$ cat config.mk
export PLATFORM = sky130hd
export DESIGN_NAME = mrcc_ctrl
export DESIGN_NICKNAME = d
export VERILOG_FILES = /design/src/design/mrcc_pkg.sv /design/src/design/mrcc_ctrl.sv
export SDC_FILE = /design/constraint.sdc
export NUM_CORES = 1
export LEC_CHECK = 0
export BUFFER_PORTS_ARGS = -buffer_cell sky130_fd_sc_hd__buf_2
export CAP_MARGIN = 20
export CORE_ASPECT_RATIO = 0.75
export CORE_MARGIN = 10
export CORE_UTILIZATION = 57
export CTS_CLUSTER_DIAMETER = 80
export DETAILED_ROUTE_END_ITERATION = 16
export GPL_ROUTABILITY_DRIVEN = 0
export GPL_TIMING_DRIVEN = 1
export PLACE_DENSITY = 0.9
export SLEW_MARGIN = 0
export SYNTH_ARGS = -nofsm -noshare
export SYNTH_HDL_FRONTEND = slang
export SYNTH_SLANG_ARGS = --single-unit
$ cat constraint.sdc
create_clock -name clk -period 7.02 [get_ports clk]
set_clock_uncertainty 0.05 [all_clocks]
set_input_delay 1.053 -clock clk [delete_from_list [all_inputs] [get_ports clk]]
set_output_delay 1.053 -clock clk [all_outputs]
set_load 0.01 [all_outputs]
$ cat src/design/mrcc_pkg.sv
// Shared constants and controller/datapath types for the range coverage check
`timescale 1ns / 1ps

package mrcc_pkg;

  // Table geometry
  localparam int TABLE_DEPTH = 64;
  localparam int SLOT_W      = (TABLE_DEPTH > 1) ? $clog2(TABLE_DEPTH) : 1;
  localparam int CNT_W       = $clog2(TABLE_DEPTH + 1);

  // Fixed field widths
  localparam int ADDR_W  = 64;
  localparam int TYPE_W  = 4;
  localparam int COUNT_W = 7;
  localparam int MASK_W  = 16;

  // Register indexes on the configuration port
  localparam logic REG_COUNT = 1'b0;
  localparam logic REG_MASK  = 1'b1;

  // Item kinds
  localparam logic KIND_WRITE = 1'b0;
  localparam logic KIND_QUERY = 1'b1;

  // Commands from controller to datapath
  typedef struct packed {
    logic              accept;   // latch an incoming word
    logic              issue;    // read one table entry into the walk
    logic [SLOT_W-1:0] rd_addr;  // entry being read
    logic              load_out; // move the answer into the output register
  } ctl_cmd_t;

  // Status from datapath to controller
  typedef struct packed {
    logic busy;     // walk pipeline still holds entries
    logic out_free; // output register can take a word this cycle
  } dp_status_t;

endpackage

$ cat src/design/mrcc_ctrl.sv
// Controller state machine: accepts words, sequences the table walk, hands off answers
`timescale 1ns / 1ps

module mrcc_ctrl (
  input  logic                         clk,
  input  logic                         rst,
  input  logic                         req_valid,
  input  logic                         req_kind,
  output logic                         req_ready,
  input  logic [mrcc_pkg::COUNT_W-1:0] cfg_count,
  input  mrcc_pkg::dp_status_t         status,
  output mrcc_pkg::ctl_cmd_t           cmd
);
  import mrcc_pkg::*;

  localparam logic [1:0] S_IDLE   = 2'd0;
  localparam logic [1:0] S_WALK   = 2'd1;
  localparam logic [1:0] S_DRAIN  = 2'd2;
  localparam logic [1:0] S_FINISH = 2'd3;

  logic [1:0]       state, state_next;
  logic [CNT_W-1:0] idx, idx_next;
  logic [CNT_W-1:0] limit, limit_next;
  logic [CNT_W-1:0] idx_inc;
  logic [CNT_W-1:0] cfg_limit;
  logic             accept;

  // Saturate the configured count at the table depth
  always_comb begin
    if (int'(cfg_count) > TABLE_DEPTH) cfg_limit = CNT_W'(TABLE_DEPTH);
    else                               cfg_limit = CNT_W'(cfg_count);
  end

  assign req_ready = (state == S_IDLE);
  assign accept    = req_ready & req_valid;
  assign idx_inc   = idx + CNT_W'(1);

  // Next state and commands
  always_comb begin
    state_next   = state;
    idx_next     = idx;
    limit_next   = limit;
    cmd.accept   = accept;
    cmd.issue    = 1'b0;
    cmd.rd_addr  = idx[SLOT_W-1:0];
    cmd.load_out = 1'b0;
    unique case (state)
      S_IDLE: begin
        if (accept) begin
          idx_next   = '0;
          limit_next = cfg_limit;
          if (req_kind == KIND_QUERY) begin
            state_next = (cfg_limit == '0) ? S_DRAIN : S_WALK;
          end else begin
            state_next = S_FINISH;
          end
        end
      end
      S_WALK: begin
        cmd.issue = 1'b1;
        idx_next  = idx_inc;
        if (idx_inc == limit) state_next = S_DRAIN;
      end
      S_DRAIN: begin
        if (!status.busy) state_next = S_FINISH;
      end
      S_FINISH: begin
        if (status.out_free) begin
          cmd.load_out = 1'b1;
          state_next   = S_IDLE;
        end
      end
      default: state_next = S_IDLE;
    endcase
  end

  // State registers
  always_ff @(posedge clk) begin
    if (rst) begin
      state <= S_IDLE;
      idx   <= '0;
      limit <= '0;
    end else begin
      state <= state_next;
      idx   <= idx_next;
      limit <= limit_next;
    end
  end

endmodule

==> impl_metrics.ini <==
[finish]
diodes = 0
nets = 161
syn_to_final_growth_pct = 8.20
postLayoutCellArea_sq_um = 1160
final_cell_mix = buf_2 (22), nor2_1 (18), dfxtp_1 (16)
layout-drive-gt1-share_pct = 21.8
fillers = 162
final_common_cell = buf_2

[yosys]
postSynthCellCount = 131
synth.area.top_cells = dfxtp_1 (30%), nor2_1 (6.3%), ha_1 (5.9%)
async_flop_share_pct = 0
synth_edf_count = 0
synth-seq-cells = 16
synth_top_area_share_pct = 30.0
synth_cell_type_count = 40
syn_nets = 149
yosysWarnings = 0
synth_ff_type = dfxtp_1
syn-cell-area_sq_um = 1070
avgSynthCellArea_sq_um = 8.16
ys_seq_area_share_pct = 30.0
yosys.area.top_type = dfxtp_1

[place]
pre_cts_ws_ns = 4.13
io_buffer_count = 22
placed_area_sq_um = 1120
place_hpwl_um = 2000

[clock_tree]
cts-root-buf = clkbuf_4
cts_made_buffers = 3
hold_buffers = 0
cts.clk_slew.worst_paths_ns = 0.10
htreeDepth = 1
post-cts-setup-buffers = 0
ctsResizeCount = 0
clk_path_buf_depth = 2
clk_latency_ns = 0.31
cts_tree = built
cts.sinks = 16

[route]
drt_iter0_drc = 72
ant_nets = 0
drc = 0
vias = 973
detail_route.wl_per_cell_um = 16.1
wirelength_um = 2640
drtPass1Iterations = 4
vias_per_cell = 5.93

[sta]
setup_viol = 0
fin_ws_ns = 4.13
fin_tns_setup_ns = 0
grt_setup_unrepaired = false
slew_viol_final = 0
max_slew_margin_pct = 61.7
period_share_pct = 41.1
clock.fmax_ghz = 0.346
min_period_ns = 2.89
tightest_slew_ns = 0.571
finalHoldViolations = 0

[run]
drv_cap = 0

[floorplan]
core_region_area_sq_um = 1760
row_count = 13
ios = 23
start_util_pct = 60.8
dieArea_sq_um = 4020
die_h_um = 57.5
die-width_um = 70.0

[grt]
gr-total-overflow = 0
grt_max_degree = 19
grt_first_pass_wirelength_um = 4440
antenna_found_initial = 0
track_usage_pct = 13.4
first_global_vias = 980

[critical_path]
worstPathArrival_ns = 1.78
crit_end = cmd[8]
crit_path_max_fanout = 14
r2r-end = state[1]$_SDFFE_PP0P_
reg2reg_from = state[0]$_SDFFE_PP0P_
critPathKind = in -> out
regToRegSetupSlack_ns = 4.43
cp.required_ns = 5.92
start_kind = primary input
reg2reg_depth = 8
end_kind = output pin
cp-startpoint = req_valid

[power_and_ir_drop]
ir_drop_uv = 220
power.leakage_uw = 0.000545
p_per_area_nw_per_um2 = 302

[hold_path]
worstHoldPathType = reg -> reg

[outcome]
status = finished, final reports clean
[layout make-up]
| class | instances | area, sq um | area share (%) |
|---|---|---|---|
| Timing Repair Buffer | 22 | 110 | 9.52 |
| Sequential cell | 16 | 320 | 27.7 |
| Multi-Input combinational cell | 95 | 643 | 55.6 |
| Tap cell | 22 | 27.5 | 2.38 |
| Inverter | 5 | 18.8 | 1.62 |
| Clock buffer | 4 | 36.3 | 3.14 |
[Yosys cell counts, types with 2 or more instances]
cell type,number
a22oi_1,4
inv_1,5
nand2_1,8
nor2_1,18
buf_2,3
dfxtp_1,16
nor3b_1,6
ha_1,5
and2_1,2
nor3_1,5
buf_4,7
xnor2_1,3
a21oi_1,10
xor2_1,6
mux2i_1,3
a21o_1,3
clkbuf_1,4
[logic make-up after synthesis]
kind of cell | synth area share (%)
muxes | 3.86
xor gates and xnor gates | 7.38
DFF | 30.0
AOI/OAI and AO/OA | 18.5
adders and majority gates | 5.85
buffers and inverters | 9.84
and+or+nand+nor | 24.6
[how the worst min path moves through the flow]
stage	startpoint	end	cells past startpoint
2_1_floorplan	limit[6]$_SDFFE_PP0P_	limit[6]$_SDFFE_PP0P_	2
3_3_place_gp	limit[6]$_SDFFE_PP0P_	limit[6]$_SDFFE_PP0P_	2
3_5_place_dp	limit[6]$_SDFFE_PP0P_	limit[6]$_SDFFE_PP0P_	2
4_1_cts	limit[6]$_SDFFE_PP0P_	limit[6]$_SDFFE_PP0P_	2
5_1_grt	limit[6]$_SDFFE_PP0P_	limit[6]$_SDFFE_PP0P_	2
6_report	limit[6]$_SDFFE_PP0P_	limit[6]$_SDFFE_PP0P_	2
[per-layer routing]
| layer | up-vias | wire (um) | global-route usage (%) | share of wire [%] |
|---|---|---|---|---|
| li1 | 475 | - | - | - |
| met1 | 460 | 1160 | 14.0 | 44 |
| met2 | 31 | 1240 | 21.7 | 47 |
| met3 | 7 | 188 | 5.70 | 7.1 |
| met4 | 0 | 58 | 9.55 | 2.2 |
| met5 | - | 0 | 0 | 0 |
[where the power goes]
group / switching, uW / total (uW) / leakage (uW) / internal (uW)
Combinational: 101 / 167 / 0.000394 / 66.4
Sequential: 13.6 / 116 / 0.000130 / 103
Clock: 33.9 / 65.7 / 0.0000210 / 31.8
[registers in the layout, indices dropped and copies added, names as in the netlist]
signal / cells
idx: 7
limit: 7
state: 2
[through the flow]
| stage | util [%] | instances | hold WS [ns] | total power [uW] |
|---|---|---|---|---|
| global placement | 63.7 | 160 | 0.446 | 274 |
| CTS | 65.8 | 164 | 0.465 | 349 |
| floorplan | - | 131 | 0.419 | 245 |
| global route | 65.8 | 164 | 0.501 | 372 |
| detailed placement | 63.7 | 160 | 0.452 | 285 |
| finish | 65.8 | 164 | 0.468 | 350 |
[critical path, stage by stage]
cell and delay, ns:
buf_2 0.13, nand2_1 0.33, inv_1 0.11, buf_2 0.16
Power figures use the tool's default switching activity.
